`src/sv/srbm_pkg.sv`:
```
// Package for the snapshot reference-count block manager.
// Holds the sizes, codes, payload structs and controller/datapath interface types.
// No dependencies.
`timescale 1ns / 1ps
`default_nettype none

package srbm_pkg;

    // Store sizes
    localparam int MAX_BLOCKS    = 64;
    localparam int MAX_SNAPSHOTS = 8;
    localparam int MAX_LIST      = 16;

    // Derived widths
    localparam int REF_W   = 4;
    localparam int BLK_W   = $clog2(MAX_BLOCKS);
    localparam int SNAP_W  = $clog2(MAX_SNAPSHOTS);
    localparam int LIST_W  = $clog2(MAX_LIST);
    localparam int LEN_W   = $clog2(MAX_LIST + 1);
    localparam int CNT_W   = $clog2(MAX_BLOCKS + 1);
    localparam int SNL_AW  = SNAP_W + LIST_W;
    localparam int VER_W   = 16;
    localparam int PCT_W   = 7;
    localparam int FREED_W = 5;
    localparam int PCT_FULL = 100;
    localparam int NUM_W   = $clog2(MAX_LIST * PCT_FULL + 1);
    localparam int META_W  = VER_W + LEN_W;

    localparam logic [REF_W-1:0] REF_TOP = 4'd15;

    typedef enum logic [1:0] {
        KIND_APPEND  = 2'd0,
        KIND_CREATE  = 2'd1,
        KIND_RESTORE = 2'd2,
        KIND_DELETE  = 2'd3
    } kind_t;

    typedef enum logic [2:0] {
        ST_OK         = 3'd0,
        ST_NOT_FOUND  = 3'd1,
        ST_BLOCK_FULL = 3'd2,
        ST_LIST_FULL  = 3'd3,
        ST_SNAP_FULL  = 3'd4
    } status_t;

    typedef struct packed {
        kind_t       kind;
        logic [15:0] version;
    } cmd_t;

    typedef struct packed {
        status_t     status;
        logic [5:0]  blk_slot;
        logic [15:0] new_version;
        logic [6:0]  progress_pct;
        logic [4:0]  freed_count;
        logic        last;
    } rsp_t;

    // Reference-count update applied by the datapath
    typedef enum logic [1:0] {
        RO_NONE,
        RO_ONE,
        RO_INC,
        RO_DEC
    } ref_op_t;

    // Which result the datapath builds
    typedef enum logic [2:0] {
        EM_NONE,
        EM_ERR,
        EM_APPEND,
        EM_CREATE,
        EM_DELETE,
        EM_RESTORE,
        EM_EMPTY
    } em_t;

    typedef enum logic [4:0] {
        S_IDLE,
        S_DISPATCH,
        S_A_SCAN,
        S_A_WR,
        S_C_SCAN,
        S_C_LOOP,
        S_C_RD1,
        S_C_RD2,
        S_C_FIN,
        S_F_RD,
        S_F_CK,
        S_DEC_LOOP,
        S_DEC_RD1,
        S_DEC_RD2,
        S_DEL_FIN,
        S_R_START,
        S_R_LOOP,
        S_R_RD1,
        S_R_RD2,
        S_R_DIV
    } state_t;

    // Controller to datapath
    typedef struct packed {
        logic    latch;
        logic    cnt_clr;
        logic    cnt_inc;
        logic    cur_rd;
        logic    snl_rd;
        logic    meta_rd;
        logic    ref_rd;
        logic    ref_src_snl;
        ref_op_t ref_op;
        logic    cur_wr_app;
        logic    cur_wr_copy;
        logic    snl_wr_copy;
        logic    snap_ld;
        logic    n_ld;
        logic    meta_wr;
        logic    valid_clr;
        logic    len_from_n;
        logic    div_start;
        em_t     emit;
        status_t err;
    } dp_cmd_t;

    // Datapath to controller
    typedef struct packed {
        kind_t kind;
        logic  len_full;
        logic  nz_cnt;
        logic  valid_cnt;
        logic  cnt_eq_len;
        logic  cnt_eq_n;
        logic  cnt_last_blk;
        logic  cnt_last_snap;
        logic  cnt_eq_ms;
        logic  match;
        logic  n_zero;
        logic  div_done;
        logic  last_item;
    } dp_stat_t;

endpackage

`default_nettype wire

```
`src/sv/srbm_ram.sv`:
```
// Generic single-write, single-read RAM with registered read data.
// No dependencies.
`timescale 1ns / 1ps
`default_nettype none

module srbm_ram #(
    parameter int WIDTH = 8,
    parameter int DEPTH = 16
) (
    input  wire logic                     clk,
    input  wire logic                     wr_en,
    input  wire logic [$clog2(DEPTH)-1:0] wr_addr,
    input  wire logic [WIDTH-1:0]         wr_data,
    input  wire logic                     rd_en,
    input  wire logic [$clog2(DEPTH)-1:0] rd_addr,
    output logic      [WIDTH-1:0]         rd_data
);

    logic [WIDTH-1:0] mem [DEPTH];

    // Write port
    always_ff @(posedge clk)
    begin
        if (wr_en)
        begin
            mem[wr_addr] <= wr_data;
        end
    end

    // Registered read port
    always_ff @(posedge clk)
    begin
        if (rd_en)
        begin
            rd_data <= mem[rd_addr];
        end
    end

endmodule

`default_nettype wire

```
`src/sv/srbm_div.sv`:
```
// Restoring divider for restore progress: one quotient bit per cycle.
// Depends on srbm_pkg.
`timescale 1ns / 1ps
`default_nettype none

module srbm_div (
    input  wire logic                       clk,
    input  wire logic                       rst_n,
    input  wire logic                       start,
    input  wire logic [srbm_pkg::NUM_W-1:0] num,
    input  wire logic [srbm_pkg::LEN_W-1:0] den,
    output logic                            done,
    output logic      [srbm_pkg::PCT_W-1:0] quot
);

    import srbm_pkg::*;

    localparam int STEP_W = $clog2(NUM_W + 1);

    logic              run_reg, run_next;
    logic              done_reg, done_next;
    logic [STEP_W-1:0] step_reg, step_next;
    logic [LEN_W-1:0]  rem_reg, rem_next;
    logic [LEN_W-1:0]  den_reg, den_next;
    logic [NUM_W-1:0]  quo_reg, quo_next;
    logic [LEN_W:0]    trial;
    logic              fits;

    // One shift-subtract step
    always_comb
    begin
        trial     = {rem_reg, quo_reg[NUM_W-1]};
        fits      = (trial >= {1'b0, den_reg});
        run_next  = run_reg;
        done_next = done_reg;
        step_next = step_reg;
        rem_next  = rem_reg;
        den_next  = den_reg;
        quo_next  = quo_reg;
        if (start)
        begin
            run_next  = 1'b1;
            done_next = 1'b0;
            step_next = '0;
            rem_next  = '0;
            den_next  = den;
            quo_next  = num;
        end
        else if (run_reg)
        begin
            rem_next  = fits ? LEN_W'(trial - {1'b0, den_reg}) : trial[LEN_W-1:0];
            quo_next  = {quo_reg[NUM_W-2:0], fits};
            step_next = step_reg + STEP_W'(1);
            if (step_reg == STEP_W'(NUM_W - 1))
            begin
                run_next  = 1'b0;
                done_next = 1'b1;
            end
        end
    end

    // Control flags
    always_ff @(posedge clk or negedge rst_n)
    begin
        if (!rst_n)
        begin
            run_reg  <= 1'b0;
            done_reg <= 1'b0;
            step_reg <= '0;
        end
        else
        begin
            run_reg  <= run_next;
            done_reg <= done_next;
            step_reg <= step_next;
        end
    end

    // Operands
    always_ff @(posedge clk)
    begin
        rem_reg <= rem_next;
        den_reg <= den_next;
        quo_reg <= quo_next;
    end

    assign done = done_reg;
    assign quot = quo_reg[PCT_W-1:0];

endmodule

`default_nettype wire

```
`src/sv/srbm_ctrl.sv`:
```
// Command sequencer for the block manager: walks scans, list copies and count updates.
// Depends on srbm_pkg.
`timescale 1ns / 1ps
`default_nettype none

module srbm_ctrl (
    input  wire logic               clk,
    input  wire logic               rst_n,
    input  wire logic               start,
    output logic                    busy,
    input  wire srbm_pkg::dp_stat_t stat,
    output srbm_pkg::dp_cmd_t       cmd
);

    import srbm_pkg::*;

    state_t state_reg, state_next;

    // Next state
    always_comb
    begin
        state_next = state_reg;
        unique case (state_reg)
            S_IDLE:
                if (start) state_next = S_DISPATCH;
            S_DISPATCH:
                unique case (stat.kind)
                    KIND_APPEND:  state_next = stat.len_full ? S_IDLE : S_A_SCAN;
                    KIND_CREATE:  state_next = S_C_SCAN;
                    default:      state_next = S_F_RD;
                endcase
            S_A_SCAN:
                if (!stat.nz_cnt)          state_next = S_A_WR;
                else if (stat.cnt_last_blk) state_next = S_IDLE;
            S_A_WR:
                state_next = S_IDLE;
            S_C_SCAN:
                if (!stat.valid_cnt)         state_next = S_C_LOOP;
                else if (stat.cnt_last_snap) state_next = S_IDLE;
            S_C_LOOP:
                state_next = stat.cnt_eq_len ? S_C_FIN : S_C_RD1;
            S_C_RD1:
                state_next = S_C_RD2;
            S_C_RD2:
                state_next = S_C_LOOP;
            S_C_FIN:
                state_next = S_IDLE;
            S_F_RD:
                state_next = stat.cnt_eq_ms ? S_IDLE : S_F_CK;
            S_F_CK:
                state_next = stat.match ? S_DEC_LOOP : S_F_RD;
            S_DEC_LOOP:
                if (stat.kind == KIND_DELETE)
                    state_next = stat.cnt_eq_n ? S_DEL_FIN : S_DEC_RD1;
                else
                    state_next = stat.cnt_eq_len ? S_R_START : S_DEC_RD1;
            S_DEC_RD1:
                state_next = S_DEC_RD2;
            S_DEC_RD2:
                state_next = S_DEC_LOOP;
            S_DEL_FIN:
                state_next = S_IDLE;
            S_R_START:
                state_next = stat.n_zero ? S_IDLE : S_R_LOOP;
            S_R_LOOP:
                state_next = S_R_RD1;
            S_R_RD1:
                state_next = S_R_RD2;
            S_R_RD2:
                state_next = S_R_DIV;
            S_R_DIV:
                if (stat.div_done) state_next = stat.last_item ? S_IDLE : S_R_LOOP;
            default:
                state_next = S_IDLE;
        endcase
    end

    // Outputs
    always_comb
    begin
        cmd      = '0;
        cmd.emit = EM_NONE;
        cmd.err  = ST_OK;
        busy     = (state_reg != S_IDLE);
        unique case (state_reg)
            S_IDLE:
                if (start)
                begin
                    cmd.latch   = 1'b1;
                    cmd.cnt_clr = 1'b1;
                end
            S_DISPATCH:
                if (stat.kind == KIND_APPEND && stat.len_full)
                begin
                    cmd.emit = EM_ERR;
                    cmd.err  = ST_LIST_FULL;
                end
            S_A_SCAN:
                if (stat.nz_cnt)
                begin
                    if (stat.cnt_last_blk)
                    begin
                        cmd.emit = EM_ERR;
                        cmd.err  = ST_BLOCK_FULL;
                    end
                    else
                    begin
                        cmd.cnt_inc = 1'b1;
                    end
                end
            S_A_WR:
            begin
                cmd.ref_op     = RO_ONE;
                cmd.cur_wr_app = 1'b1;
                cmd.emit       = EM_APPEND;
            end
            S_C_SCAN:
                if (!stat.valid_cnt)
                begin
                    cmd.snap_ld = 1'b1;
                    cmd.cnt_clr = 1'b1;
                end
                else if (stat.cnt_last_snap)
                begin
                    cmd.emit = EM_ERR;
                    cmd.err  = ST_SNAP_FULL;
                end
                else
                begin
                    cmd.cnt_inc = 1'b1;
                end
            S_C_LOOP:
                cmd.cur_rd = !stat.cnt_eq_len;
            S_C_RD1:
            begin
                cmd.snl_wr_copy = 1'b1;
                cmd.ref_rd      = 1'b1;
            end
            S_C_RD2:
            begin
                cmd.ref_op  = RO_INC;
                cmd.cnt_inc = 1'b1;
            end
            S_C_FIN:
            begin
                cmd.meta_wr = 1'b1;
                cmd.emit    = EM_CREATE;
            end
            S_F_RD:
                if (stat.cnt_eq_ms)
                begin
                    cmd.emit = EM_ERR;
                    cmd.err  = ST_NOT_FOUND;
                end
                else
                begin
                    cmd.meta_rd = 1'b1;
                end
            S_F_CK:
                if (stat.match)
                begin
                    cmd.snap_ld = 1'b1;
                    cmd.n_ld    = 1'b1;
                    cmd.cnt_clr = 1'b1;
                end
                else
                begin
                    cmd.cnt_inc = 1'b1;
                end
            S_DEC_LOOP:
                if (stat.kind == KIND_DELETE)
                begin
                    cmd.snl_rd = !stat.cnt_eq_n;
                end
                else if (stat.cnt_eq_len)
                begin
                    cmd.len_from_n = 1'b1;
                    cmd.cnt_clr    = 1'b1;
                end
                else
                begin
                    cmd.cur_rd = 1'b1;
                end
            S_DEC_RD1:
            begin
                cmd.ref_rd      = 1'b1;
                cmd.ref_src_snl = (stat.kind == KIND_DELETE);
            end
            S_DEC_RD2:
            begin
                cmd.ref_op  = RO_DEC;
                cmd.cnt_inc = 1'b1;
            end
            S_DEL_FIN:
            begin
                cmd.valid_clr = 1'b1;
                cmd.emit      = EM_DELETE;
            end
            S_R_START:
                if (stat.n_zero) cmd.emit = EM_EMPTY;
            S_R_LOOP:
                cmd.snl_rd = 1'b1;
            S_R_RD1:
            begin
                cmd.cur_wr_copy = 1'b1;
                cmd.ref_rd      = 1'b1;
                cmd.ref_src_snl = 1'b1;
                cmd.div_start   = 1'b1;
            end
            S_R_RD2:
                cmd.ref_op = RO_INC;
            S_R_DIV:
                if (stat.div_done)
                begin
                    cmd.emit    = EM_RESTORE;
                    cmd.cnt_inc = 1'b1;
                end
            default:
            begin
                cmd.emit = EM_NONE;
            end
        endcase
    end

    // State register
    always_ff @(posedge clk or negedge rst_n)
    begin
        if (!rst_n)
        begin
            state_reg <= S_IDLE;
        end
        else
        begin
            state_reg <= state_next;
        end
    end

endmodule

`default_nettype wire

```
`src/sv/srbm_dp.sv`:
```
// Datapath of the block manager: count, list and snapshot stores, counters, result register.
// Depends on srbm_pkg, srbm_ram and srbm_div.
`timescale 1ns / 1ps
`default_nettype none

module srbm_dp (
    input  wire logic              clk,
    input  wire logic              rst_n,
    input  wire srbm_pkg::cmd_t    cmd_in,
    input  wire srbm_pkg::dp_cmd_t cmd,
    output srbm_pkg::dp_stat_t     stat,
    output logic                   rsp_valid,
    output srbm_pkg::rsp_t         rsp
);

    import srbm_pkg::*;

    // Command latch and loop state
    kind_t                kind_reg;
    logic [VER_W-1:0]     ver_reg;
    logic [CNT_W-1:0]     cnt_reg;
    logic [SNAP_W-1:0]    snap_reg;
    logic [BLK_W-1:0]     blk_reg;
    logic [LEN_W-1:0]     n_reg;
    logic [LEN_W-1:0]     len_reg;
    logic [FREED_W-1:0]   freed_reg;
    logic [VER_W-1:0]     ver_cnt_reg;
    logic [MAX_BLOCKS-1:0]    nz_reg;
    logic [MAX_SNAPSHOTS-1:0] valid_reg;
    logic                 rsp_valid_reg;
    rsp_t                 rsp_reg;
    rsp_t                 rsp_next;

    // RAM ports
    logic                 ref_we;
    logic [BLK_W-1:0]     ref_waddr;
    logic [REF_W-1:0]     ref_wdata;
    logic [BLK_W-1:0]     ref_raddr;
    logic [REF_W-1:0]     ref_q;
    logic                 cur_we;
    logic [LIST_W-1:0]    cur_waddr;
    logic [BLK_W-1:0]     cur_wdata;
    logic [BLK_W-1:0]     cur_q;
    logic [SNL_AW-1:0]    snl_addr;
    logic [BLK_W-1:0]     snl_q;
    logic [META_W-1:0]    meta_q;

    logic [REF_W-1:0]     ref_cur;
    logic                 div_done;
    logic [PCT_W-1:0]     div_quot;
    logic [NUM_W-1:0]     div_num;
    logic                 last_item;

    // Count store: an entry whose flag is clear reads as zero
    srbm_ram #(.WIDTH(REF_W), .DEPTH(MAX_BLOCKS)) u_ref_ram (
        .clk     (clk),
        .wr_en   (ref_we),
        .wr_addr (ref_waddr),
        .wr_data (ref_wdata),
        .rd_en   (cmd.ref_rd),
        .rd_addr (ref_raddr),
        .rd_data (ref_q)
    );

    srbm_ram #(.WIDTH(BLK_W), .DEPTH(MAX_LIST)) u_cur_ram (
        .clk     (clk),
        .wr_en   (cur_we),
        .wr_addr (cur_waddr),
        .wr_data (cur_wdata),
        .rd_en   (cmd.cur_rd),
        .rd_addr (cnt_reg[LIST_W-1:0]),
        .rd_data (cur_q)
    );

    srbm_ram #(.WIDTH(BLK_W), .DEPTH(MAX_SNAPSHOTS * MAX_LIST)) u_snl_ram (
        .clk     (clk),
        .wr_en   (cmd.snl_wr_copy),
        .wr_addr (snl_addr),
        .wr_data (cur_q),
        .rd_en   (cmd.snl_rd),
        .rd_addr (snl_addr),
        .rd_data (snl_q)
    );

    srbm_ram #(.WIDTH(META_W), .DEPTH(MAX_SNAPSHOTS)) u_meta_ram (
        .clk     (clk),
        .wr_en   (cmd.meta_wr),
        .wr_addr (snap_reg),
        .wr_data ({ver_cnt_reg, len_reg}),
        .rd_en   (cmd.meta_rd),
        .rd_addr (cnt_reg[SNAP_W-1:0]),
        .rd_data (meta_q)
    );

    assign div_num = NUM_W'((32'(cnt_reg) + 32'd1) * 32'(PCT_FULL));

    srbm_div u_div (
        .clk   (clk),
        .rst_n (rst_n),
        .start (cmd.div_start),
        .num   (div_num),
        .den   (n_reg),
        .done  (div_done),
        .quot  (div_quot)
    );

    // Store addressing and count update
    always_comb
    begin
        snl_addr  = {snap_reg, cnt_reg[LIST_W-1:0]};
        ref_raddr = cmd.ref_src_snl ? snl_q : cur_q;
        ref_cur   = nz_reg[blk_reg] ? ref_q : '0;
        ref_we    = 1'b0;
        ref_waddr = blk_reg;
        ref_wdata = ref_cur;
        case (cmd.ref_op)
            RO_ONE:
            begin
                ref_we    = 1'b1;
                ref_waddr = cnt_reg[BLK_W-1:0];
                ref_wdata = REF_W'(1);
            end
            RO_INC:
            begin
                ref_we    = 1'b1;
                ref_wdata = (ref_cur < REF_TOP) ? ref_cur + REF_W'(1) : ref_cur;
            end
            RO_DEC:
            begin
                ref_we    = (ref_cur != '0);
                ref_wdata = ref_cur - REF_W'(1);
            end
            default:
            begin
                ref_we = 1'b0;
            end
        endcase
        cur_we    = cmd.cur_wr_app || cmd.cur_wr_copy;
        cur_waddr = cmd.cur_wr_app ? len_reg[LIST_W-1:0] : cnt_reg[LIST_W-1:0];
        cur_wdata = cmd.cur_wr_app ? cnt_reg[BLK_W-1:0] : snl_q;
    end

    assign last_item = ((cnt_reg + CNT_W'(1)) == CNT_W'(n_reg));

    // Status to the controller
    always_comb
    begin
        stat.kind          = kind_reg;
        stat.len_full      = (len_reg >= LEN_W'(MAX_LIST));
        stat.nz_cnt        = nz_reg[cnt_reg[BLK_W-1:0]];
        stat.valid_cnt     = valid_reg[cnt_reg[SNAP_W-1:0]];
        stat.cnt_eq_len    = (cnt_reg == CNT_W'(len_reg));
        stat.cnt_eq_n      = (cnt_reg == CNT_W'(n_reg));
        stat.cnt_last_blk  = (cnt_reg == CNT_W'(MAX_BLOCKS - 1));
        stat.cnt_last_snap = (cnt_reg == CNT_W'(MAX_SNAPSHOTS - 1));
        stat.cnt_eq_ms     = (cnt_reg == CNT_W'(MAX_SNAPSHOTS));
        stat.match         = valid_reg[cnt_reg[SNAP_W-1:0]]
                             && (meta_q[META_W-1:LEN_W] == ver_reg);
        stat.n_zero        = (n_reg == '0);
        stat.div_done      = div_done;
        stat.last_item     = last_item;
    end

    // Result formatting
    always_comb
    begin
        rsp_next      = '0;
        rsp_next.last = 1'b1;
        case (cmd.emit)
            EM_ERR:
                rsp_next.status = cmd.err;
            EM_APPEND:
                rsp_next.blk_slot = 6'(cnt_reg[BLK_W-1:0]);
            EM_CREATE:
                rsp_next.new_version = ver_cnt_reg;
            EM_DELETE:
                rsp_next.freed_count = freed_reg;
            EM_EMPTY:
            begin
                rsp_next.progress_pct = PCT_W'(PCT_FULL);
                rsp_next.freed_count  = freed_reg;
            end
            EM_RESTORE:
            begin
                rsp_next.blk_slot     = 6'(blk_reg);
                rsp_next.progress_pct = div_quot;
                rsp_next.freed_count  = last_item ? freed_reg : '0;
                rsp_next.last         = last_item;
            end
            default:
                rsp_next.status = ST_OK;
        endcase
    end

    // Control registers
    always_ff @(posedge clk or negedge rst_n)
    begin
        if (!rst_n)
        begin
            len_reg       <= '0;
            nz_reg        <= '0;
            valid_reg     <= '0;
            ver_cnt_reg   <= VER_W'(1);
            rsp_valid_reg <= 1'b0;
        end
        else
        begin
            rsp_valid_reg <= (cmd.emit != EM_NONE);
            if (cmd.cur_wr_app)
                len_reg <= len_reg + LEN_W'(1);
            else if (cmd.len_from_n)
                len_reg <= n_reg;
            if (ref_we)
                nz_reg[ref_waddr] <= (ref_wdata != '0);
            if (cmd.meta_wr)
            begin
                valid_reg[snap_reg] <= 1'b1;
                ver_cnt_reg <= (ver_cnt_reg == '1) ? VER_W'(1) : ver_cnt_reg + VER_W'(1);
            end
            else if (cmd.valid_clr)
            begin
                valid_reg[snap_reg] <= 1'b0;
            end
        end
    end

    // Loop registers and result register
    always_ff @(posedge clk)
    begin
        if (cmd.latch)
        begin
            kind_reg  <= cmd_in.kind;
            ver_reg   <= cmd_in.version;
            freed_reg <= '0;
        end
        else if (cmd.ref_op == RO_DEC && ref_cur == REF_W'(1))
        begin
            freed_reg <= freed_reg + FREED_W'(1);
        end
        if (cmd.cnt_clr)
            cnt_reg <= '0;
        else if (cmd.cnt_inc)
            cnt_reg <= cnt_reg + CNT_W'(1);
        if (cmd.snap_ld)
            snap_reg <= cnt_reg[SNAP_W-1:0];
        if (cmd.n_ld)
            n_reg <= meta_q[LEN_W-1:0];
        if (cmd.ref_rd)
            blk_reg <= ref_raddr;
        if (cmd.emit != EM_NONE)
            rsp_reg <= rsp_next;
    end

    assign rsp_valid = rsp_valid_reg;
    assign rsp       = rsp_reg;

    // Error results are always single and final
    a_err_last: assert property (@(posedge clk) disable iff (!rst_n)
        rsp_valid_reg && rsp_reg.status != ST_OK |-> rsp_reg.last && rsp_reg.blk_slot == '0)
        else $error("error result not final");

    // Only a restore produces more than one result
    a_single: assert property (@(posedge clk) disable iff (!rst_n)
        rsp_valid_reg && kind_reg != KIND_RESTORE |-> rsp_reg.last)
        else $error("multi-result from non-restore");

    // Current length never exceeds the list size
    a_len: assert property (@(posedge clk) disable iff (!rst_n)
        1'b1 |-> len_reg <= LEN_W'(MAX_LIST))
        else $error("current list overflow");

    // Version counter never reaches zero
    a_ver: assert property (@(posedge clk) disable iff (!rst_n)
        cmd.meta_wr |=> ver_cnt_reg != '0)
        else $error("version counter hit zero");

endmodule

`default_nettype wire

```
`src/sv/snapshot_refcount_block_manager.sv`:
```
// Top level of the copy-on-write snapshot block manager with reference counts.
// Depends on srbm_pkg, srbm_ctrl and srbm_dp.
//
//   channel   | signals                  | transfer
//   ----------+--------------------------+--------------------------------
//   command   | start, busy, cmd         | edge with start high, busy low
//   result    | rsp_valid, rsp           | every cycle rsp_valid is high
//
// Append: scans the count slots (up to 64), then writes one list entry.
// Create: scans the snapshot slots (up to 8), then copies each list entry.
// Restore/delete: search the snapshot slots, then release each entry;
//   restore then copies back each block, waiting on the progress divider.
// Reset clears the count flags, snapshot flags and list length; no clearing pass.
// Results leave a register in the cycle after they are formed; the receiver cannot stall.
`timescale 1ns / 1ps
`default_nettype none

module snapshot_refcount_block_manager (
    input  wire logic           clk,
    input  wire logic           rst_n,
    input  wire logic           start,
    output logic                busy,
    input  wire srbm_pkg::cmd_t cmd,
    output logic                rsp_valid,
    output srbm_pkg::rsp_t      rsp
);

    import srbm_pkg::*;

    dp_cmd_t  dp_cmd;
    dp_stat_t dp_stat;

    // Sequencer
    srbm_ctrl u_ctrl (
        .clk   (clk),
        .rst_n (rst_n),
        .start (start),
        .busy  (busy),
        .stat  (dp_stat),
        .cmd   (dp_cmd)
    );

    // Stores and arithmetic
    srbm_dp u_dp (
        .clk       (clk),
        .rst_n     (rst_n),
        .cmd_in    (cmd),
        .cmd       (dp_cmd),
        .stat      (dp_stat),
        .rsp_valid (rsp_valid),
        .rsp       (rsp)
    );

endmodule

`default_nettype wire
```
`config.mk`:
```
export PLATFORM = sky130hd
export DESIGN_NAME = snapshot_refcount_block_manager
export DESIGN_NICKNAME = d
export VERILOG_FILES = /design/src/sv/srbm_pkg.sv /design/src/sv/srbm_ram.sv /design/src/sv/srbm_div.sv /design/src/sv/srbm_ctrl.sv /design/src/sv/srbm_dp.sv /design/src/sv/snapshot_refcount_block_manager.sv
export SDC_FILE = /design/constraint.sdc
export NUM_CORES = 2
export LEC_CHECK = 0
export BUFFER_PORTS_ARGS = -buffer_cell sky130_fd_sc_hd__buf_2
export CELL_PAD_IN_SITES_DETAIL_PLACEMENT = 1
export CELL_PAD_IN_SITES_GLOBAL_PLACEMENT = 1
export CORE_MARGIN = 5
export CORE_UTILIZATION = 30
export DETAILED_ROUTE_END_ITERATION = 10
export PLACE_DENSITY = 0.44
export SLEW_MARGIN = 10
export SYNTH_ARGS = -nofsm -noshare
export SYNTH_HDL_FRONTEND = slang
export SYNTH_HIERARCHICAL = 1
export SYNTH_SLANG_ARGS = --single-unit
export TNS_END_PERCENT = 20
```
`constraint.sdc`:
```
create_clock -name clk -period 8.69 [get_ports clk]
set_clock_uncertainty 0.05 [all_clocks]
set_input_delay 0.869 -clock clk [delete_from_list [all_inputs] [get_ports clk]]
set_output_delay 0.869 -clock clk [all_outputs]
set_load 0.01 [all_outputs]
```
# Word level (Yosys, flattened, before mapping)

Memory sizes are Yosys's and may differ from the RTL's. A register that Yosys moved wholly into a read port is not among the register bits.
Index checks and enable logic that the tools add are counted.

Flip-flop bits (word level): 208
Memory bits (writable): 1288
Output and inout port bits: 40
Latch bits: 0
Memories: 4
Word-level logic and storage cells: 230
Bits in read-only memories: 0
Input port bits: 21

Add/sub/neg operators: 9
Magnitude comparators: 10
Eq/ne operators: 44
Shift-type cells: 0
Bitwise gates (word level): 3
Div/mod/pow operators: 0
Muxes and demuxes: 107
Reduce and logical (&&, ||, !) cells: 26
Multiply operators: 1

Memory list:

| name                | words | width | rd ports | clocked after Yosys merged registers in | write ports | RTL line       | source |
|---|---|---|---|---|---|---|---|
| u_dp.u_snl_ram.mem  | 128   | 6     | 1        | 1                                       | 1           | srbm_ram.sv:19 | `logic [WIDTH-1:0] mem [DEPTH];` |
| u_dp.u_ref_ram.mem  | 64    | 4     | 1        | 1                                       | 1           | srbm_ram.sv:19 |  |
| u_dp.u_meta_ram.mem | 8     | 21    | 1        | 1                                       | 1           | srbm_ram.sv:19 |  |
| u_dp.u_cur_ram.mem  | 16    | 6     | 1        | 1                                       | 1           | srbm_ram.sv:19 |  |

Operators with widths:

| cell                                                                          | count |
|---|---|
| 5-bit one-hot mux with 17 select lines                                        | 1 |
| 5-bit two-way mux                                                             | 13 |
| 64-bit bitwise mux                                                            | 1 |
| 4-bit two-way mux                                                             | 11 |
| 1-bit two-way mux                                                             | 43 |
| 5-bit by 4-bit == test with 1-bit output (second input constant)              | 8 |
| 32-bit by 5-bit multiplier with 9-bit output (second input constant)          | 1 |
| 6-bit two-way mux                                                             | 5 |
| 3-bit one-hot mux with 9 select lines                                         | 1 |
| 11-bit two-way mux                                                            | 2 |
| 7-bit by 5-bit == test with 1-bit output                                      | 3 |
| 6-bit by 7-bit less-than comparator with 1-bit output (second input constant) | 3 |
| 5-bit by 3-bit == test with 1-bit output (second input constant)              | 4 |
| 5-bit == test (second input constant)                                         | 4 |
| 5-bit one-hot mux with 2 select lines                                         | 2 |
| 16-bit by 1-bit adder with 16-bit output (second input constant)              | 1 |
| 16-bit == test                                                                | 1 |
| 16-bit == test (second input constant)                                        | 1 |
| 16-bit two-way mux                                                            | 1 |
| 8-bit two-way mux                                                             | 2 |
| 7-bit one-hot mux with 2 select lines                                         | 1 |
| 1-bit binary-select mux with 6-bit select                                     | 2 |
| 2-bit two-way mux                                                             | 6 |
| 3-bit one-hot mux with 4 select lines                                         | 1 |
| other kinds (53)                                                              | 82 |

# Logic depth before layout (Yosys ltp)

Depth after elaboration: 10
Gate-level depth with buffers: 17
Depth with buffers taken out: 14

# By module

Netlist, hierarchy kept.

By module, submodules not included:

| module                     | times used | area each (um^2) | sequential area each (um^2) | cells an instance |
|---|---|---|---|---|
| srbm_ram (u_dp.u_snl_ram)  | 1          | 29983.8          | 23242.3                     | 1271 |
| srbm_ram (u_dp.u_ref_ram)  | 1          | 10447.5          | 7807.5                      | 521 |
| srbm_dp                    | 1          | 10058.4          | 4695.8                      | 884 |
| srbm_ram (u_dp.u_meta_ram) | 1          | 7149.4           | 5675.4                      | 277 |
| srbm_ram (u_dp.u_cur_ram)  | 1          | 3955.0           | 3062.9                      | 178 |
| srbm_div                   | 1          | 1378.8           | 730.7                       | 119 |
| srbm_ctrl                  | 1          | 996.0            | 125.1                       | 150 |

# Worst setup path before layout

Ideal clock, no wire load.

Path type: register to register
Start point: reg u_ctrl.state_reg[1]
End point: reg u_dp.nz_reg[54]
Period minus slack after synthesis: 5.779 ns
Setup slack: 2.911 ns
Data arrival time: 5.641 ns
Path buffers: 4
Cell stages (with the launch flop): 13
Setup time: 0.088 ns
Required time: 8.552 ns
Path through: dfrtp_1 > clkbuf_1 > buf_1 > a21oi_1 > nor2_1 > inv_1 > ha_1 > clkbuf_1 > nand2b_1 > o32ai_1 > nor4_4 > buf_6 > a41oi_1

RTL lines:

| element                         | RTL line         | source |
|---|---|---|
| from (decl)                     | srbm_ctrl.sv:17  | `state_t state_reg, state_next;` |
| from (signal assigned)          | srbm_ctrl.sv:234 | `state_reg <= state_next;` |
| to (signal, indexed assignment) | srbm_dp.sv:214   | `nz_reg[ref_waddr] <= (ref_wdata != '0);` |
| to (decl)                       | srbm_dp.sv:28    | `logic [MAX_BLOCKS-1:0] nz_reg;` |

# Final worst setup path

Start point: reg u_dp.blk_reg[1]
End point: reg u_dp.nz_reg[48]

Word-level cells in the longest chain between the ends: 8
Elaborated cells between the ends (all ways): 18
Those cells by class: add/sub (2); order compare (3); mux (10); reduce/logical (3)

RTL lines:

| element                                                                              | RTL line       | source |
|---|---|---|
| from (decl)                                                                          | srbm_dp.sv:23  | `logic [BLK_W-1:0] blk_reg;` |
| from (signal assigned)                                                               | srbm_dp.sv:249 | `blk_reg <= ref_raddr;` |
| 1-bit binary-select mux with 6-bit select (*)                                        | srbm_dp.sv:112 | `ref_cur = nz_reg[blk_reg] ? ref_q : '0;` |
| 1-bit two-way mux (not written as such) (*)                                          | srbm_dp.sv:112 |  |
| 4-bit two-way mux (*)                                                                | srbm_dp.sv:112 |  |
| 4-bit by 1-bit adder with 4-bit output or 4-bit less-than comparator (tied branches) | srbm_dp.sv:126 | `ref_wdata = (ref_cur < REF_TOP) ? ref_cur + REF_W'(1) : ref_cur;` |
| 4-bit two-way mux                                                                    | srbm_dp.sv:126 |  |
| 4-bit one-hot mux with 3 select lines (*)                                            | srbm_dp.sv:116 | `case (cmd.ref_op)` |
| named net u_dp.ref_wdata[1]                                                          | srbm_dp.sv:37  | `logic [REF_W-1:0] ref_wdata;` |
| 4-bit nonzero test (*)                                                               | srbm_dp.sv:214 |  |
| 64-bit bitwise mux (*)                                                               | srbm_dp.sv:214 |  |

The timed path passes the listed nets; every way through them passes the cells marked *. The select of a mux whose other input is x is not followed.
A chain may end at the register's enable or synchronous reset.

==> flow_summary.yaml <==
sta:
  fin_tns_setup_ps: 0
  finalMaxSlewViolations: 0
  tightestPinTransition_ps: 1214
  finalCritPeriodShare_pct: 64.29
  max_freq_mhz: 179.0
  final-setup-viol-count: 0
  relSlewSlack_pct: 18.46
  timing_hold_violations_final: 0
  rsz0062_at_grt: "no"
  fin_crit_ps: 5587
drt:
  dr.pass1.iters: 5
  ant_nets: 0
  viasPerCell: 5.088
  wirelength_mm: 175.0
  wl_per_cell_um: 27.08
  drt-initial-drc-count: 2414
  via_count: 32890
  route.detailed.drc: 0
clocking:
  clock_path_buffers: 3
  cts_root_buf: "clkbuf_16"
  cts_resized: 0
  cts_buffers: 171
  htreeDepth: 4
  post_cts_buffers: 0
  clock_latency_ps: 810
  cts.sinks: 1533
  path_clk_slew_ps: 60
  cts_tree: "built"
  cts_hold_buf: 0
pwr:
  finalPower_mw: 19.74
  ir_drop_uv: 204.9
  clkPwrFrac_pct: 35.6
  cell_internal_pwr_mw: 14.13
  switching_share_pct: 28.45
  p_sw_mw: 5.616
  p_seq_share_pct: 45.6
  power_density_nw_per_um2: 271.0
  p_leak_nw: 23.23
  power_frac_comb_pct: 18.9
cells_and_area:
  final_cell_mix: "edfxtp_1 (1411), mux4_2 (336), nor2_1 (322)"
  top_register: "u_dp/u_snl_ram/mem"
  largest_reg_flops: 768
  syn2layout_area_growth_pct: 13.89
  multiInputGateArea_um2: 17450
  fillerInstances: 20890
  regArea_um2: 45350
  top_regs: "u_dp/u_snl_ram/mem: 768 flops, u_dp/u_ref_ram/mem: 256 flops, u_dp/u_meta_ram/mem: 168 flops"
  layout.nets: 3561
  drive_gt1_share_pct: 22.41
  final_common_cell: "edfxtp_1"
  finalNonFillerCells: 6464
floorplan:
  die_w_um: 471.8
  die_y_um: 471.8
  rows: 169
  floorplan.initialDensity_pct: 30.16
  pin_count: 61
  die_area_um2: 222600
  core_area_um2: 212100
global_route:
  gr-total-overflow: 0
  grt_antenna_before_repair: 13
  grt_pass1_vias: 35670
  grt_max_degree: 118
  track_usage_pct: 15.58
  grt_pass1_wl_mm: 255.5
synthesis:
  yosysSeqAreaShare_pct: 70.88
  ys_seq_elements: 1533
  syn_area_per_cell_um2: 18.81
  async_flop_share_pct: 6.849
  ys_dominant_reg_cell: "edfxtp_1"
  syn_inst: 3400
  synth-edff-count: 1411
  ys_warn_count: 6
  synth_area_um2: 63970
  yosysUniqueCellTypes: 95
place:
  finalWeightedCongestion: 0.7591
  portBuffers: 60
  dp.cells: 6149
  dp_hpwl_mm: 109.5
outcome:
  status: "completed"
worst_setup_path:
  end_kind: "flop"
  rr_startpoint: "u_dp/blk_reg[1]$_DFFE_PP_"
  arrival_ps: 6150
  crit_type: "flop to flop"
  worst-r2r-setup-slack_ps: 3100
  crit_path_start_kind: "flop"
  r2r_cells: 14
  cp.required_ps: 9260
  worstPathMaxFanout: 65
  rr_endpoint: "u_dp/nz_reg[48]$_DFFE_PN0P_"
run:
  maxCapViolations: 0
min_path:
  hold_path_class: "primary input to asynchronous set/reset pin"
-- cell families (layout without fill, tap and decap cells) --
| kind of cell | count (synthesis) | after routing | synth area share (%) |
|---|---|---|---|
| flops | 1533 | 1533 | 70.88 |
| simple gates | 690 | 690 | 5.068 |
| mux | 495 | 495 | 16.61 |
| compound gates | 315 | 315 | 3.595 |
| buf+inv | 255 | 495 | 2.050 |
| xor+xnor | 72 | 72 | 0.9858 |
| fa+ha+maj | 39 | 39 | 0.8098 |
| other cells | 1 | 4 | 0.005862 |
-- stage by stage --
stage	hold WS [ps]	util [%]	worst slack, ps	instance area (um2)
floorplan	350.3	-	2911	63970
global placement	360.2	31.77	3310	67380
detailed placement	372.4	31.77	3087	67390
CTS	23.54	34.35	3042	72850
global route	63.78	34.35	2815	72850
finish	89.69	34.35	3103	72850
-- worst max-delay path by stage --
| stage | end | start | slack (ps) | cells past startpoint |
|---|---|---|---|---|
| 2_1_floorplan | u_dp/nz_reg[54]$_DFFE_PN0P_ | u_ctrl/state_reg[1]$_DFFE_PN0P_ | 2910 | 12 |
| 3_3_place_gp | u_dp/nz_reg[48]$_DFFE_PN0P_ | u_dp/blk_reg[1]$_DFFE_PP_ | 3310 | 14 |
| 3_5_place_dp | u_dp/nz_reg[33]$_DFFE_PN0P_ | u_dp/blk_reg[1]$_DFFE_PP_ | 3090 | 14 |
| 4_1_cts | u_dp/nz_reg[33]$_DFFE_PN0P_ | u_dp/blk_reg[1]$_DFFE_PP_ | 3040 | 14 |
| 5_1_grt | u_dp/nz_reg[14]$_DFFE_PN0P_ | u_dp/blk_reg[1]$_DFFE_PP_ | 2820 | 14 |
| 6_report | u_dp/nz_reg[48]$_DFFE_PN0P_ | u_dp/blk_reg[1]$_DFFE_PP_ | 3100 | 14 |
-- synth_stat cells (35+ instances only) --
| library cell | instances | area (um2) |
|---|---|---|
| nand2_1 | 100 | 375.4 |
| inv_1 | 51 | 191.4 |
| dfrtp_1 | 104 | 2603 |
| mux4_1 | 86 | 2260 |
| clkbuf_1 | 103 | 386.6 |
| nand3_1 | 44 | 220.2 |
| mux4_2 | 336 | 7567 |
| a31oi_1 | 82 | 513.0 |
| a41oi_1 | 47 | 411.6 |
| nor2_1 | 331 | 1242 |
| xnor2_1 | 40 | 350.3 |
| mux2_2 | 53 | 596.8 |
| ha_1 | 35 | 437.9 |
| edfxtp_1 | 1411 | 42370 |
-- worst max-delay path, cell delays in order, from the launching register on --
cell	delay [ps]
edfxtp_1	910
mux4_1	410
mux2i_1	370
a211oi_1	150
a32oi_1	410
inv_1	160
ha_1	280
and3_1	240
a21oi_1	230
and2b_1	220
a211o_2	330
buf_4	350
nor4_4	340
buf_4	630
a41oi_1	220
-- layer usage --
layer  track usage, %  wire length, um  part of all wire (%)
met1            21.11            78440                    45
met2            25.84            85020                    49
met3            2.734             7219                   4.1
met4            4.486             4238                   2.4
met5           0.2985              103                 0.059
-- power groups by stage --
stage | registers, mW | clock network [mW] | logic [mW]
after CTS | 9.01 | 7.28 | 3.82
after floorplan | 9.08 | 0 | 2.52
after global placement | 9.14 | 0 | 3.75
after global routing | 9.04 | 7.64 | 4.02
final | 9.00 | 7.02 | 3.73
after detailed placement | 9.16 | 0 | 3.81
-- layout make-up --
type	count	share of cell area, %
multi-input combinational	1613	23.95
timing repair buffer	129	1.178
sequential	1533	62.25
antenna	2	0.006870
tap	2821	4.845
clock inverter	92	1.202
clock buffer	221	6.289
inverter	53	0.2731
(Power assumes the default switching activity.)
